[config.mk]
export PLATFORM = sky130hd
export DESIGN_NAME = ilb_mem
export DESIGN_NICKNAME = d
export VERILOG_FILES = /design/src/rtl/ilb_pkg.sv /design/src/rtl/ilb_mem.sv
export SDC_FILE = /design/constraint.sdc
export NUM_CORES = 2
export LEC_CHECK = 0
export BUFFER_PORTS_ARGS = -buffer_cell sky130_fd_sc_hd__buf_2
export CORE_ASPECT_RATIO = 2
export CORE_MARGIN = 3
export CORE_UTILIZATION = 45
export CTS_BUF_LIST = sky130_fd_sc_hd__clkbuf_16
export DETAILED_ROUTE_END_ITERATION = 12
export PLACE_DENSITY = 0.65
export SYNTH_ARGS = -nofsm -noshare
export SYNTH_HDL_FRONTEND = slang
export SYNTH_SLANG_ARGS = --single-unit
[constraint.sdc]
create_clock -name clk -period 18.2 [get_ports clk]
set_input_delay 2.73 -clock clk [delete_from_list [all_inputs] [get_ports clk]]
set_output_delay 2.73 -clock clk [all_outputs]
set_load 0.02 [all_outputs]
[src/rtl/ilb_pkg.sv]
// Shared types and codes for the indexed list buffer.
`timescale 1ns / 1ps
`default_nettype none

package ilb_pkg;

	localparam int OP_W     = 4;
	localparam int IDX_W    = 7;
	localparam int WORD_W   = 64;
	localparam int STATUS_W = 2;
	localparam int LEN_W    = 7;

	localparam logic [OP_W-1:0] OP_APPEND     = 4'd0;
	localparam logic [OP_W-1:0] OP_REMOVE     = 4'd1;
	localparam logic [OP_W-1:0] OP_INSERT     = 4'd2;
	localparam logic [OP_W-1:0] OP_ERASE      = 4'd3;
	localparam logic [OP_W-1:0] OP_READ_INDEX = 4'd4;
	localparam logic [OP_W-1:0] OP_READ_FIRST = 4'd5;
	localparam logic [OP_W-1:0] OP_READ_LAST  = 4'd6;
	localparam logic [OP_W-1:0] OP_CLEAR      = 4'd7;
	localparam logic [OP_W-1:0] OP_RESIZE     = 4'd8;

	localparam logic [STATUS_W-1:0] ST_OK    = 2'd0;
	localparam logic [STATUS_W-1:0] ST_RANGE = 2'd1;
	localparam logic [STATUS_W-1:0] ST_FULL  = 2'd2;

	typedef struct packed {
		logic [WORD_W-1:0] value;
		logic [IDX_W-1:0]  index;
		logic [OP_W-1:0]   op;
	} req_t;

	typedef struct packed {
		logic [LEN_W-1:0]    length;
		logic [STATUS_W-1:0] status;
		logic [WORD_W-1:0]   data;
	} result_t;

	typedef enum logic [7:0] {
		S_IDLE  = 8'b0000_0001,
		S_EXEC  = 8'b0000_0010,
		S_SHIFT = 8'b0000_0100,
		S_DRAIN = 8'b0000_1000,
		S_PUT   = 8'b0001_0000,
		S_FILL  = 8'b0010_0000,
		S_READ  = 8'b0100_0000,
		S_DONE  = 8'b1000_0000
	} state_t;

endpackage

`default_nettype wire

[src/rtl/ilb_mem.sv]
// Element storage: one write port, one read port with registered read data.
`timescale 1ns / 1ps
`default_nettype none

module ilb_mem #(
	parameter int DEPTH = 64,
	parameter int AW    = 6
) (
	input  wire logic                       clk,
	input  wire logic                       we,
	input  wire logic [AW-1:0]              waddr,
	input  wire logic [ilb_pkg::WORD_W-1:0] wdata,
	input  wire logic [AW-1:0]              raddr,
	output logic      [ilb_pkg::WORD_W-1:0] rdata
);

	logic [ilb_pkg::WORD_W-1:0] mem_q [DEPTH];

	always_ff @(posedge clk) begin
		if (we) begin
			mem_q[waddr] <= wdata;
		end
		rdata <= mem_q[raddr];
	end

endmodule

`default_nettype wire

# --- Word level (Yosys, flattened, before mapping) ---
# Memories as Yosys holds them, arrays and structs flattened. A register that Yosys moved wholly into a read port is not among the register bits.
# Cells that the tools add are included.
totals:
  out_inout_bits: 64
  word_cells: 3
  inputBits: 78
  memories: 1
  regBits: 0
  mem_bits_rw: 4096
classes:
  mux: 2
mem_list:
  columns: ["name", "depth", "width", "read_ports", "rd_clocked_by_memory_dff", "wr", "line_no", "text"]
  rows:
  - ["mem_q", 64, 64, 1, 1, 1, "ilb_mem.sv:17", "logic [ilb_pkg::WORD_W-1:0] mem_q [DEPTH];"]
ops:
  columns: ["operator", "count"]
  rows:
  - ["$mux 1", 2]

# --- Logic depth before layout (Yosys ltp) ---
depth:
  depth_word: 2
  depth_mapped: 9
  depth_no_buf: 5

# --- Worst setup path after synthesis ---
# Ideal clock, no wire load.
synth_timing:
  path_kind: "input to register"
  startpoint: "in waddr[3]"
  endpoint: "mem mem_q[48][0] (netlist bit) (enable)"
  arrival_time_ns: 7.602
  n_path_buf: 1
  required_ns: 17.636
  setup_ns: 0.564
  path_stages: 4
  slack_ns: 10.034
  cell_sequence: "clkbuf_1 nor2b_1 nand4b_1 nor3_1"
synth_lines:
  columns: ["item", "line_no", "text"]
  rows:
  - ["start: declaration", "ilb_mem.sv:11", "input wire logic [AW-1:0] waddr,"]
  - ["end: declaration", "ilb_mem.sv:17", null]
# No word-level cell before the write port.

==> impl_metrics.ini <==
[sta]
setup_tns_ns = 0
fin_crit_ns = 7.13
fmaxAchievable_mhz = 140
finalSetupViolCount = 0
hold_viol_final = 0
final.setup_skew_ns = 0.0460
relSlewSlack_pct = 9.76
min_period_over_period_pct = 39.2
worst_slew_pin_slew_ns = 1.35
holdWs_ns = 0.843
rsz0062_at_grt = no
slew_viol_final = 0

[die]
dieHeight_microns = 840
dieArea_sq_um = 355000
initial_core_util_pct = 45.3
ioPinCount = 142
num_rows = 305
coreArea_sq_um = 345000
die_w_microns = 423

[global_routing]
grt_use_total_pct = 25.1
grt-ovfl-total = 0
grt_pass1_wl_microns = 621000
antenna_found_initial = 47
grt_max_degree = 125
first_global_vias = 77200

[critical_path]
r2r_end = rdata[3]
r2r_start = mem_q[54][3]
rrSetupSlack_ns = 15.83
worst_ep_arrival_time_ns = 7.88
crit_required_ns = 18.96
cp-start-kind = primary input
path_class = primary input to flop
r2r_cells = 5
cp-end-kind = flop
worstPathMaxFanout = 64

[route]
drt_pass1_iterations = 7
drt_iter0_markers = 9506
drc = 0
via_per_inst = 6.44
wl_per_cell_microns = 38.0
wl_microns = 449000
vias = 76100
drtAntennaViolNets = 0

[min_path]
hp-class = flop to flop
hold_path_end = rdata[28]
whs_path_depth = 4
min_from = mem_q[54][28]

[cts]
clockBufferDepth = 4
cts.reportedPaths.clkPinSlew_ns = 0.07
clock_latency_ns = 0.92
cts-root-buf = clkbuf_16
tritoncts = built
post_cts_resized = 0
clock_sinks = 4160
cts_made_buffers = 336
cts_hold_buf = 0
post_cts_buffers = 0
cts_max_level = 5

[pwr]
internal_power_mw = 14.8
p_seq_share_pct = 56.8
pwr-share-clk_pct = 38.3
p_sw_share_pct = 21.3
p_leak_nw = 53.6
power_density_nw_per_um2 = 108
power_switching_mw = 3.98
combPwrFrac_pct = 4.8
vdd_drop_max_v = 0.0000839

[synthesis]
ys_types = 33
synthCells = 6598
synth_flop_cell = edfxtp_1
synthArstFlopShare_pct = 0
synth-seq-area-share_pct = 79.5
synth-seq-cells = 4160
synth_edf_count = 4096
synth_area_sq_um = 156000
synth_nets = 6676
avgSynthCellArea_sq_um = 23.7
yosys_warnings = 0

[placement]
dp_hpwl_microns = 242000
portBuffers = 141
gp_congestion = 0.792

[final_layout]
layout_common_cells = edfxtp_1 (4,096), mux4_2 (1,024), clkbuf_16 (342), buf_4 (194), a22oi_1 (168)
final_common_cell = edfxtp_1
synthToLayoutAreaGrowth_pct = 11.2
nNetsFinal = 6987
layout-drive-gt1-share_pct = 27.2

[job]
max_cap_violations = 0

[status]
outcome = finished clean
[routing by layer]
metal  vias up  track usage, %  routed length [microns]
li1      29000               -                        -
met1     41600            30.3                   149000
met2      4407            44.6                   237000
met3      1034            3.82                    38600
met4        12            11.4                    23100
met5         -               0                       56
[power groups by stage]
stage	combinational, mW	clock (mW)	sequential [mW]
finish	0.902	7.19	10.7
global route	0.953	7.61	10.7
CTS	0.911	7.28	10.7
detailed placement	0.909	0	10.9
global placement	0.892	0	10.9
floorplan	0.494	0	10.9
[worst max path at each step]
stage,startpoint,to,slack [ns]
2_1_floorplan,waddr[3],mem_q[48][0],10.03
3_3_place_gp,raddr[1],rdata[38],10.19
3_5_place_dp,raddr[1],rdata[38],10.20
4_1_cts,raddr[1],rdata[38],11.22
5_1_grt,raddr[1],rdata[38],11.01
6_report,raddr[1],rdata[38],11.07
[cell type report]
cell class / instances / area [sq um]
antenna: 26 / 65.1
clock buffer: 342 / 8560
clock inverter: 263 / 2020
fill: 26600 / 171000
inverter: 19 / 71.3
multi-input combinational: 2049 / 30800
sequential: 4160 / 124000
tap: 4605 / 5760
timing repair buffer: 343 / 2360
[synthesized netlist by cell type (28+ instances only)]
cell / instances / area (sq um)
o22ai_1: 83 / 519
clkbuf_1: 140 / 526
or2_2: 28 / 175
nor2_1: 112 / 420
a211oi_1: 63 / 473
edfxtp_1: 4096 / 123000
or3_1: 29 / 181
mux4_2: 1024 / 23100
buf_4: 34 / 255
nand2_1: 58 / 218
buf_2: 170 / 851
and3_1: 64 / 400
mux2i_1: 135 / 1350
nor2b_1: 28 / 175
a22oi_1: 168 / 1260
a22o_1: 88 / 771
nand3_1: 45 / 225
dfxtp_1: 64 / 1280
o221ai_1: 38 / 333
[stage by stage]
stage	cell area (sq um)	worst slack (ns)	total power, mW	instances	util, %
after global placement	163000	10.19	11.8	11200	47.3
after floorplan	156000	10.03	11.4	6598	-
after global routing	174000	11.01	19.2	11800	50.3
after CTS	174000	11.22	18.8	11800	50.3
final	174000	11.07	18.7	11800	50.4
after detailed placement	163000	10.20	11.8	11200	47.3
[state kept, by name, indices dropped and copies added, names as in the netlist]
name,flops
mem_q,4096
rdata,64
[logic make-up (layout without fill, tap and decap cells)]
kind of cell	after synthesis	after routing	share of synthesized area (%)
flip-flops	4160	4160	79.5
multiplexers	1159	1159	15.6
AO/OA/AOI/OAI	504	504	2.48
buffers and inverters	389	967	1.18
AND/OR/NAND/NOR	386	386	1.24
other	0	26	0
[worst max-delay path, stage by stage]
cell and delay (ns):
buf_8 0.36, buf_4 0.72, buf_4 0.81, buf_4 0.74, buf_4 0.90, mux4_2 0.43
mux2i_1 0.17, o22ai_1 0.12, a31oi_1 0.39, a211oi_1 0.09
Power figures use the tool's default switching activity.
