==> src/rtl/ilb_pkg.sv <==
// Shared types and codes for the indexed list buffer.
`timescale 1ns / 1ps
`default_nettype none

package ilb_pkg;

	localparam int OP_W     = 4;
	localparam int IDX_W    = 7;
	localparam int WORD_W   = 64;
	localparam int STATUS_W = 2;
	localparam int LEN_W    = 7;

	localparam logic [OP_W-1:0] OP_APPEND     = 4'd0;
	localparam logic [OP_W-1:0] OP_REMOVE     = 4'd1;
	localparam logic [OP_W-1:0] OP_INSERT     = 4'd2;
	localparam logic [OP_W-1:0] OP_ERASE      = 4'd3;
	localparam logic [OP_W-1:0] OP_READ_INDEX = 4'd4;
	localparam logic [OP_W-1:0] OP_READ_FIRST = 4'd5;
	localparam logic [OP_W-1:0] OP_READ_LAST  = 4'd6;
	localparam logic [OP_W-1:0] OP_CLEAR      = 4'd7;
	localparam logic [OP_W-1:0] OP_RESIZE     = 4'd8;

	localparam logic [STATUS_W-1:0] ST_OK    = 2'd0;
	localparam logic [STATUS_W-1:0] ST_RANGE = 2'd1;
	localparam logic [STATUS_W-1:0] ST_FULL  = 2'd2;

	typedef struct packed {
		logic [WORD_W-1:0] value;
		logic [IDX_W-1:0]  index;
		logic [OP_W-1:0]   op;
	} req_t;

	typedef struct packed {
		logic [LEN_W-1:0]    length;
		logic [STATUS_W-1:0] status;
		logic [WORD_W-1:0]   data;
	} result_t;

	typedef enum logic [7:0] {
		S_IDLE  = 8'b0000_0001,
		S_EXEC  = 8'b0000_0010,
		S_SHIFT = 8'b0000_0100,
		S_DRAIN = 8'b0000_1000,
		S_PUT   = 8'b0001_0000,
		S_FILL  = 8'b0010_0000,
		S_READ  = 8'b0100_0000,
		S_DONE  = 8'b1000_0000
	} state_t;

endpackage

`default_nettype wire

==> src/rtl/ilb_seq.sv <==
// Sequencer: decodes a request, steps the shared address pointer and keeps the length.
`timescale 1ns / 1ps
`default_nettype none

module ilb_seq #(
	parameter int DEPTH = 64,
	parameter int AW    = 6
) (
	input  wire logic                       clk,
	input  wire logic                       arst_n,
	input  wire logic                       start,
	input  wire ilb_pkg::req_t              req,
	output logic                            idle,
	input  wire logic                       out_free,
	output logic                            res_valid,
	output ilb_pkg::result_t                res,
	output logic                            mem_we,
	output logic      [AW-1:0]              mem_waddr,
	output logic      [ilb_pkg::WORD_W-1:0] mem_wdata,
	output logic      [AW-1:0]              mem_raddr,
	input  wire logic [ilb_pkg::WORD_W-1:0] mem_rdata
);

	localparam int CW   = $clog2(DEPTH + 1);
	localparam int CMPW = (CW > ilb_pkg::IDX_W) ? CW : ilb_pkg::IDX_W;

	ilb_pkg::state_t                state_q;
	logic [ilb_pkg::OP_W-1:0]       op_q;
	logic [ilb_pkg::IDX_W-1:0]      idx_q;
	logic [ilb_pkg::WORD_W-1:0]     val_q;
	logic [CW-1:0]                  count_q;
	logic [AW-1:0]                  ptr_q;
	logic [AW-1:0]                  dst_q;
	logic                           first_q;
	logic [ilb_pkg::STATUS_W-1:0]   status_q;
	logic [ilb_pkg::WORD_W-1:0]     data_q;

	logic [CMPW-1:0] idx_ext;
	logic [CMPW-1:0] idx_p1;
	logic [CMPW-1:0] cnt_ext;
	logic [CMPW-1:0] cnt_m1;
	logic [CMPW-1:0] ptr_p1_ext;
	logic [CMPW-1:0] depth_ext;
	logic            full;
	logic            empty;
	logic            shift_up;
	logic            shift_last;
	logic [AW-1:0]   rd_addr;

	assign idx_ext    = CMPW'(idx_q);
	assign idx_p1     = idx_ext + 1'b1;
	assign cnt_ext    = CMPW'(count_q);
	assign cnt_m1     = cnt_ext - 1'b1;
	assign ptr_p1_ext = CMPW'(ptr_q) + 1'b1;
	assign depth_ext  = CMPW'(DEPTH);
	assign full       = (cnt_ext == depth_ext);
	assign empty      = (count_q == '0);
	assign shift_up   = (op_q == ilb_pkg::OP_INSERT);
	assign shift_last = shift_up ? (ptr_q == idx_ext[AW-1:0]) : (ptr_q == cnt_m1[AW-1:0]);

	always_comb begin
		priority if (op_q == ilb_pkg::OP_READ_INDEX) begin
			rd_addr = idx_ext[AW-1:0];
		end else if (op_q == ilb_pkg::OP_READ_LAST) begin
			rd_addr = cnt_m1[AW-1:0];
		end else begin
			rd_addr = '0;
		end
	end

	// Memory port: shift writes the word read in the previous cycle while reading the next.
	always_comb begin
		mem_we    = 1'b0;
		mem_waddr = ptr_q;
		mem_wdata = val_q;
		mem_raddr = ptr_q;
		unique case (state_q)
			ilb_pkg::S_EXEC: begin
				mem_raddr = rd_addr;
			end
			ilb_pkg::S_SHIFT: begin
				mem_we    = !first_q;
				mem_waddr = dst_q;
				mem_wdata = mem_rdata;
			end
			ilb_pkg::S_DRAIN: begin
				mem_we    = 1'b1;
				mem_waddr = dst_q;
				mem_wdata = mem_rdata;
			end
			ilb_pkg::S_PUT, ilb_pkg::S_FILL: begin
				mem_we = 1'b1;
			end
			default: begin
			end
		endcase
	end

	assign idle       = (state_q == ilb_pkg::S_IDLE);
	assign res_valid  = (state_q == ilb_pkg::S_DONE);
	assign res.data   = data_q;
	assign res.status = status_q;
	assign res.length = cnt_ext[ilb_pkg::LEN_W-1:0];

	always_ff @(posedge clk or negedge arst_n) begin
		if (!arst_n) begin
			state_q <= ilb_pkg::S_IDLE;
			count_q <= '0;
		end else begin
			unique case (state_q)
				ilb_pkg::S_IDLE: begin
					if (start) begin
						state_q <= ilb_pkg::S_EXEC;
					end
				end
				ilb_pkg::S_EXEC: begin
					state_q <= ilb_pkg::S_DONE;
					unique case (op_q)
						ilb_pkg::OP_APPEND: begin
							if (!full) begin
								state_q <= ilb_pkg::S_PUT;
							end
						end
						ilb_pkg::OP_REMOVE: begin
							if (!empty) begin
								count_q <= count_q - 1'b1;
							end
						end
						ilb_pkg::OP_INSERT: begin
							if (idx_ext <= cnt_ext && !full) begin
								state_q <= (idx_ext == cnt_ext) ? ilb_pkg::S_PUT
									: ilb_pkg::S_SHIFT;
							end
						end
						ilb_pkg::OP_ERASE: begin
							if (idx_ext < cnt_ext) begin
								if (idx_p1 == cnt_ext) begin
									count_q <= count_q - 1'b1;
								end else begin
									state_q <= ilb_pkg::S_SHIFT;
								end
							end
						end
						ilb_pkg::OP_READ_INDEX: begin
							if (idx_ext < cnt_ext) begin
								state_q <= ilb_pkg::S_READ;
							end
						end
						ilb_pkg::OP_READ_FIRST, ilb_pkg::OP_READ_LAST: begin
							if (!empty) begin
								state_q <= ilb_pkg::S_READ;
							end
						end
						ilb_pkg::OP_CLEAR: begin
							count_q <= '0;
						end
						ilb_pkg::OP_RESIZE: begin
							if (idx_ext <= depth_ext) begin
								if (idx_ext > cnt_ext) begin
									state_q <= ilb_pkg::S_FILL;
								end else begin
									count_q <= idx_ext[CW-1:0];
								end
							end
						end
						default: begin
						end
					endcase
				end
				ilb_pkg::S_SHIFT: begin
					if (shift_last) begin
						state_q <= ilb_pkg::S_DRAIN;
					end
				end
				ilb_pkg::S_DRAIN: begin
					if (shift_up) begin
						state_q <= ilb_pkg::S_PUT;
					end else begin
						count_q <= count_q - 1'b1;
						state_q <= ilb_pkg::S_DONE;
					end
				end
				ilb_pkg::S_PUT: begin
					count_q <= count_q + 1'b1;
					state_q <= ilb_pkg::S_DONE;
				end
				ilb_pkg::S_FILL: begin
					if (ptr_p1_ext == idx_ext) begin
						count_q <= idx_ext[CW-1:0];
						state_q <= ilb_pkg::S_DONE;
					end
				end
				ilb_pkg::S_READ: begin
					state_q <= ilb_pkg::S_DONE;
				end
				ilb_pkg::S_DONE: begin
					if (out_free) begin
						state_q <= ilb_pkg::S_IDLE;
					end
				end
				default: begin
					state_q <= ilb_pkg::S_IDLE;
				end
			endcase
		end
	end

	// Payload side: request copy, pointer stepping and result word.
	always_ff @(posedge clk) begin
		unique case (state_q)
			ilb_pkg::S_IDLE: begin
				if (start) begin
					op_q  <= req.op;
					idx_q <= req.index;
					val_q <= req.value;
				end
			end
			ilb_pkg::S_EXEC: begin
				data_q   <= '0;
				status_q <= ilb_pkg::ST_OK;
				first_q  <= 1'b1;
				unique case (op_q)
					ilb_pkg::OP_APPEND: begin
						ptr_q <= cnt_ext[AW-1:0];
						if (full) begin
							status_q <= ilb_pkg::ST_FULL;
						end
					end
					ilb_pkg::OP_REMOVE, ilb_pkg::OP_READ_FIRST,
					ilb_pkg::OP_READ_LAST: begin
						if (empty) begin
							status_q <= ilb_pkg::ST_RANGE;
						end
					end
					ilb_pkg::OP_INSERT: begin
						if (idx_ext > cnt_ext) begin
							status_q <= ilb_pkg::ST_RANGE;
						end else if (full) begin
							status_q <= ilb_pkg::ST_FULL;
						end
						ptr_q <= (idx_ext == cnt_ext) ? idx_ext[AW-1:0] : cnt_m1[AW-1:0];
					end
					ilb_pkg::OP_ERASE, ilb_pkg::OP_READ_INDEX: begin
						if (idx_ext >= cnt_ext) begin
							status_q <= ilb_pkg::ST_RANGE;
						end
						ptr_q <= idx_p1[AW-1:0];
					end
					ilb_pkg::OP_CLEAR: begin
					end
					ilb_pkg::OP_RESIZE: begin
						if (idx_ext > depth_ext) begin
							status_q <= ilb_pkg::ST_FULL;
						end
						ptr_q <= cnt_ext[AW-1:0];
					end
					default: begin
						status_q <= ilb_pkg::ST_RANGE;
					end
				endcase
			end
			ilb_pkg::S_SHIFT: begin
				first_q <= 1'b0;
				dst_q   <= shift_up ? (ptr_q + 1'b1) : (ptr_q - 1'b1);
				if (!shift_last) begin
					ptr_q <= shift_up ? (ptr_q - 1'b1) : (ptr_q + 1'b1);
				end
			end
			ilb_pkg::S_DRAIN: begin
				// Insert ends by writing the new word at its index.
				ptr_q <= idx_ext[AW-1:0];
			end
			ilb_pkg::S_FILL: begin
				ptr_q <= ptr_q + 1'b1;
			end
			ilb_pkg::S_READ: begin
				data_q <= mem_rdata;
			end
			default: begin
			end
		endcase
	end

endmodule

`default_nettype wire

==> config.mk <==
export PLATFORM = sky130hd
export DESIGN_NAME = ilb_seq
export DESIGN_NICKNAME = d
export VERILOG_FILES = /design/src/rtl/ilb_pkg.sv /design/src/rtl/ilb_seq.sv
export SDC_FILE = /design/constraint.sdc
export NUM_CORES = 1
export LEC_CHECK = 0
export ABC_AREA = 1
export BUFFER_PORTS_ARGS = -buffer_cell sky130_fd_sc_hd__buf_2
export CAP_MARGIN = 15
export CORE_AREA = 2 2 184 114
export DETAILED_ROUTE_END_ITERATION = 8
export DIE_AREA = 0 0 186 116
export GPL_TIMING_DRIVEN = 0
export PLACE_DENSITY = 0.83
export SLEW_MARGIN = 30
export SYNTH_ARGS = -nofsm -noshare
export SYNTH_HDL_FRONTEND = slang
export SYNTH_SLANG_ARGS = --single-unit
==> constraint.sdc <==
create_clock -name clk -period 6.35 [get_ports clk]
set_clock_uncertainty 0.15 [all_clocks]
set_input_delay 0.635 -clock clk [delete_from_list [all_inputs] [get_ports clk]]
set_output_delay 0.635 -clock clk [all_outputs]
set_load 0.05 [all_outputs]
== Word level (Yosys, flattened, before mapping) ==
Index checks and enable logic that the tools add are counted.

* $add $sub $neg: 6
* $lt $le $gt $ge: 6
* Equal/unequal tests: 35
* Muxes and demuxes: 46
* Reductions and logical operators: 20

{| class="wikitable"
|+ Operators with widths
! cell !! count
|-
| one-hot mux 64 bit (2 select lines) || 1
|-
| two-way mux 8 bit || 13
|-
| two-way mux 64 bit || 1
|-
| one-hot mux 7 bit (4 select lines) || 2
|-
| one-hot mux 8 bit (7 select lines) || 1
|-
| two-way mux 7 bit || 7
|-
| two-way mux 6 bit || 8
|-
| one-hot mux 8 bit (6 select lines) || 1
|-
| one-hot mux 6 bit (4 select lines) || 1
|-
| == test 7 bit || 3
|-
| one-hot mux 6 bit (3 select lines) || 1
|-
| == test 4 x 3 -> 1 bit (second input constant) || 4
|-
| != test 3 bit (second input constant) || 5
|-
| adder 7 x 1 -> 7 bit (second input constant) || 2
|-
| == test 6 bit || 2
|-
| != test 2 bit (second input constant) || 6
|-
| one-hot mux 2 bit (6 select lines) || 1
|-
| OR reduction 2 bit || 5
|-
| AND reduction 9 bit || 1
|-
| == test 4 x 2 -> 1 bit (second input constant) || 2
|-
| == test 8 x 1 -> 1 bit (second input constant) || 1
|-
| == test 8 x 2 -> 1 bit (second input constant) || 1
|-
| == test 8 x 3 -> 1 bit (second input constant) || 1
|-
| == test 8 x 4 -> 1 bit (second input constant) || 1
|-
| other kinds (33) || 42
|}

* Bits in registers: 169
* Bits of input ports: 143
* Output and inout bits: 152
* Word-level logic and storage cells: 123

== Logic depth before layout (Yosys ltp) ==
* Word-level depth: 6
* Gate-level depth with buffers: 17
* Mapped depth without buffers: 17

== Worst setup path after synthesis ==
OpenSTA, ideal clock, no wires.

* Kind: register -> register
* Start point: register state_q[7]
* End point: register idx_q, in the netlist idx_ext[0], enable pin
* Library setup time: 509 ps
* Arrival time: 5072 ps
* Data required time: 5691 ps
* Setup slack: 619 ps
* Stages on the path, launching flop included: 8
* Buffers on the path: 0
* Period minus slack after synthesis: 5731 ps
* Path through: dfrtp_1 -> nor2_4 -> inv_2 -> nor2_4 -> inv_1 -> nor4_2 -> inv_1 -> nor2_1

* Word-level cells in the longest chain between the ends: 2

{| class="wikitable"
|+ RTL lines
! element !! RTL line !! RTL
|-
| start: declaration || ilb_seq.sv:27 || <nowiki>ilb_pkg::state_t state_q;</nowiki>
|-
| start signal: assignment || ilb_seq.sv:107 || <nowiki>state_q <= ilb_pkg::S_IDLE;</nowiki>
|-
| start signal: assignment || ilb_seq.sv:113 || <nowiki>state_q <= ilb_pkg::S_EXEC;</nowiki>
|-
| start signal: assignment || ilb_seq.sv:117 || <nowiki>state_q <= ilb_pkg::S_DONE;</nowiki>
|-
| == test 8 x 1 -> 1 bit || n/a ||
|-
| net idle || ilb_seq.sv:13 || <nowiki>output logic idle,</nowiki>
|-
| AND reduction 2 bit (no source line) || n/a ||
|-
| end signal: assignment || ilb_seq.sv:214 || <nowiki>idx_q <= req.index;</nowiki>
|-
| end: declaration || ilb_seq.sv:29 || <nowiki>logic [ilb_pkg::IDX_W-1:0] idx_q;</nowiki>
|}

The timed path passes the listed nets, and every way through them passes these cells.
A chain may end at the register's enable or synchronous reset.

== Worst setup path in the final report ==
* Start point: register state_q[5]
* End point: output mem_waddr[2]

* Word-level cells in the longest chain between the ends: 3
* Elaborated cells on any way between the ends: 4
* Those cells by class: eq/ne: 2; mux: 1; reduce/logical: 1

{| class="wikitable"
|+ RTL lines
! element !! RTL line !! RTL
|-
| == test 8 x 3 -> 1 bit or == test 8 x 4 -> 1 bit (tied branches) || ilb_seq.sv:77 || <nowiki>unique case (state_q)</nowiki>
|-
| OR reduction 2 bit (no source line) (*) || n/a ||
|-
| two-way mux 6 bit (*) || ilb_seq.sv:77 ||
|-
| end: declaration || ilb_seq.sv:18 || <nowiki>output logic [AW-1:0] mem_waddr,</nowiki>
|}

Every way passes the cells marked *; elsewhere a longest branch is shown, timed or not.

==> impl_metrics.yaml <==
global_route:
  antenna_found_initial: 2
  grt_pass1_vias: 7448
  grt_overflow_total: 0
  track_usage: 0.272
  grt_start_max_net_pins: 42
  grt_pass1_wl_um: 43000
routing:
  routedWlPerCell_um: 18.6
  drtPass1Iterations: 5
  via_per_inst: 5.23
  drtIter0Drc: 955
  vias: 8326
  drc: 0
  ant_nets: 0
  detail_route.wirelength_um: 29600
placed_design:
  place_area_sq_mm: 0.0107
  place_congestion: 1.06
  hpwl_um: 23500
  port_buffers: 294
  post-place-ws_ns: 2.89
  place_inst: 1561
floorplanning:
  die_area_sq_mm: 0.0216
  dieWidth_um: 186
  rows: 40
  dieHeight_um: 116
  start_util: 0.446
  core_area_sq_mm: 0.0198
  num_io_pins: 295
setup_path:
  cp.arrival_ns: 3.09
  end_kind: "output pin"
  timing.rr.end: "ptr_q[5]$_DFFE_PP_"
  r2r_slack_ns: 2.99
  rr_startpoint: "cnt_ext[4]$_DFFE_PN0P_"
  cp_top_family: "buffers and inverters"
  max_stage_delay_ns: 0.39
  crit_chain: "inv_1, nand2_1, nor2_4, nand4_4, nand2_1, buf_2, buf_2, nand2_1, o21ai_0, buf_2"
  crit_type: "flop to output pin"
  cp_max_fo: 10
  worstPathRequired_ns: 5.56
  worst_setup_path_start_kind: "flop"
  crit_path_top_delay_cell: "dfrtp_1"
  r2r_cells: 11
  path_buf_inv: 4
clock_network:
  clk_path_buf_depth: 2
  cts_root_buffer: "clkbuf_16"
  path_clk_slew_ns: 0.07
  clk_latency_ns: 0.43
  clock_sinks: 169
  cts_buffers: 17
  post_cts_buffers: 0
  cts_tree: "done"
  cts_resized: 0
  htreeDepth: 4
sta:
  setup_slack_ns: 2.48
  rsz0062_at_grt: "false"
  period_needed_ns: 3.87
  tightest_slew_ns: 0.659
  hold_violations: 0
  maxSlewViolCount: 0
  clock.fmax_ghz: 0.258
  finalSetupViolations: 0
  min_period_over_period: 0.610
  slew_headroom: 0.561
  setup_tns_ns: 0
synth:
  yosys_warnings: 0
  ys_seq_elements: 169
  synth_cell_types: 43
  syn-cell-area_sq_mm: 0.00881
  synth-main-ff-cell: "edfxtp_1"
  synth_area_per_cell_sq_um: 8.90
  ys_seq_area_frac: 0.568
  synthArstFlopShare: 0.0888
  syn_inst: 990
  synth_edf_count: 154
  syn_nets: 1146
worst_hold_path:
  hold_class: "input port to flop"
  worstHoldStart: "req[7]"
  whs_path_depth: 1
  hold_end: "idx_ext[3]$_DFFE_PP_"
final_layout:
  nFillCells: 1761
  final_cells: 1593
  drive_above_1_share: 0.288
  nets: 1464
  multi_input_area_sq_mm: 0.00310
  areaGrowthSynthToFinish_pct: 28.7
  final_area_sq_mm: 0.0113
  register_area_sq_mm: 0.00500
pwr:
  leakage_nw: 5.34
  cellPowerDensity_mw_per_mm2: 455
  power_mw: 5.17
  ir_drop_v: 0.000242
outcome:
  status: "complete, no violations"
flow_run:
  max-cap-violations: 0
## cell usage after synthesis (2+ instances only)
cell / n / area [sq um]
nand2_1: 192 / 721
nor2_1: 170 / 638
edfxtp_1: 154 / 4620
inv_1: 135 / 507
a21oi_1: 87 / 435
nand3_1: 57 / 285
o21ai_0: 41 / 205
buf_2: 25 / 125
dfrtp_1: 14 / 350
ha_1: 13 / 163
o22ai_1: 11 / 68.8
nand4_1: 9 / 56.3
inv_2: 8 / 30.0
xor2_1: 8 / 70.1
nor2_4: 5 / 56.3
nor3_1: 5 / 25.0
a22oi_1: 4 / 30.0
buf_1: 4 / 15.0
clkbuf_1: 4 / 15.0
o2111ai_1: 4 / 35.0
o211ai_1: 4 / 30.0
o221ai_1: 4 / 35.0
nand2_2: 3 / 18.8
nor2_2: 3 / 18.8
a221oi_1: 2 / 17.5
a31oi_1: 2 / 12.5
buf_4: 2 / 15.0
clkinv_1: 2 / 7.51
nor4_1: 2 / 12.5
o31ai_1: 2 / 15.0
xnor2_1: 2 / 17.5
## report_power, final
| part | total [mW] | switching (mW) | internal [mW] |
|---|---|---|---|
| Clock | 1.06 | 0.413 | 0.648 |
| Sequential | 1.68 | 0.136 | 1.54 |
| Combinational | 2.43 | 1.83 | 0.597 |
| Total | 5.17 | 2.38 | 2.78 |
## stage by stage
step,hold slack [ns],utilization
after floorplan,0.189,-
after global placement,0.408,0.537
final,0.223,0.574
after global routing,0.211,0.573
after detailed placement,0.411,0.543
after CTS,0.211,0.573
## worst register-to-register path, cell delays in order (launching register included)
cell and delay, ns:
dfrtp_1 0.53, clkinv_1 0.33, ha_1 0.39, nand2_1 0.05, nor2_1 0.20, nand4_1 0.48, inv_1 0.42, a21oi_1 0.12
o21ai_0 0.09, nand3_1 0.13, nand2_1 0.09, o2111ai_1 0.10
## registers in the layout (all words and copies together) (netlist names)
register and cells:
cnt_ext 7, idx_ext 7, state_q 8, data_q 64, ptr_q 6, status_q 2, op_q 4, first_q 1
val_q 64, dst_q 6
## logic make-up (layout without fill, tap and decap cells)
kind of cell    Yosys count  in the layout  share of synthesized area
other cells               0              2                          0
buf+inv                 181            509                     0.0824
fa+ha+maj                13             13                     0.0185
simple gates            451            451                      0.217
compound gates          166            166                      0.105
flops                   169            169                      0.568
xor+xnor                 10             10                    0.00994
## final cells by class
class,instances,area share
tap,273,0.0301
clock buffer,19,0.0382
sequential,169,0.441
multi-input combinational,640,0.273
inverter,145,0.0480
clock inverter,10,0.0135
antenna,2,0.000441
timing repair buffer,299,0.140
buffer,36,0.0160
## what timing repair did
action / in CTS / in global routing
endpoints found under the hold margin: 14 / 0
endpoints found under the setup margin: 0 / 0
hold buffers: 1 / 0
## layer usage
layer  GRT usage  share of wire  wire [um]  vias up
li1            -              -          -     3924
met1       0.402           0.44      12900     3865
met2       0.388           0.42      12500      507
met3      0.0952           0.13       3850       30
met4      0.0483          0.011        339        0
met5           0              0          0        -
## how the worst max path moves through the flow
| stage | end | slack, ns | depth (start not counted) | from |
|---|---|---|---|---|
| 6_report | mem_waddr[2] | 2.48 | 10 | state_q[5]$_DFFE_PN0P_ |
| 5_1_grt | mem_wdata[62] | 2.25 | 10 | state_q[5]$_DFFE_PN0P_ |
| 4_1_cts | mem_wdata[62] | 2.41 | 10 | state_q[7]$_DFFE_PN0P_ |
| 3_5_place_dp | mem_wdata[62] | 2.89 | 10 | state_q[7]$_DFFE_PN0P_ |
| 3_3_place_gp | val_q[29]$_DFFE_PP_ | -0.38 | 7 | state_q[7]$_DFFE_PN0P_ |
| 2_1_floorplan | idx_ext[0]$_DFFE_PP_ | 0.62 | 7 | state_q[7]$_DFFE_PN0P_ |
## layout by cell type, fill, tap and decap left out, drive strengths merged
| cell type | synthesis | final |
|---|---|---|
| nor2 | 179 | 179 |
| clkinvlp | 0 | 1 |
| o32ai | 1 | 1 |
| a221oi | 2 | 2 |
| dlygate4sd3 | 0 | 1 |
| xnor2 | 2 | 2 |
| o2111ai | 4 | 4 |
| dfstp | 1 | 1 |
| o21ai | 43 | 43 |
| bufinv | 0 | 4 |
| buf | 32 | 330 |
| nand4 | 11 | 11 |
| inv | 143 | 144 |
| ha | 13 | 13 |
| o31ai | 2 | 2 |
| clkbuf | 4 | 23 |
| a21oi | 88 | 88 |
| nor4 | 3 | 3 |
| o22ai | 11 | 11 |
| clkinv | 2 | 6 |
| a21o | 1 | 1 |
| nand2 | 196 | 196 |
| edfxtp | 154 | 154 |
| xor2 | 8 | 8 |
| o221ai | 4 | 4 |
| nand3 | 57 | 57 |
| dfrtp | 14 | 14 |
| diode | 0 | 2 |
| nor3 | 5 | 5 |
| o211ai | 4 | 4 |
| a22oi | 4 | 4 |
| a31oi | 2 | 2 |
Power figures use the tool's default switching activity.
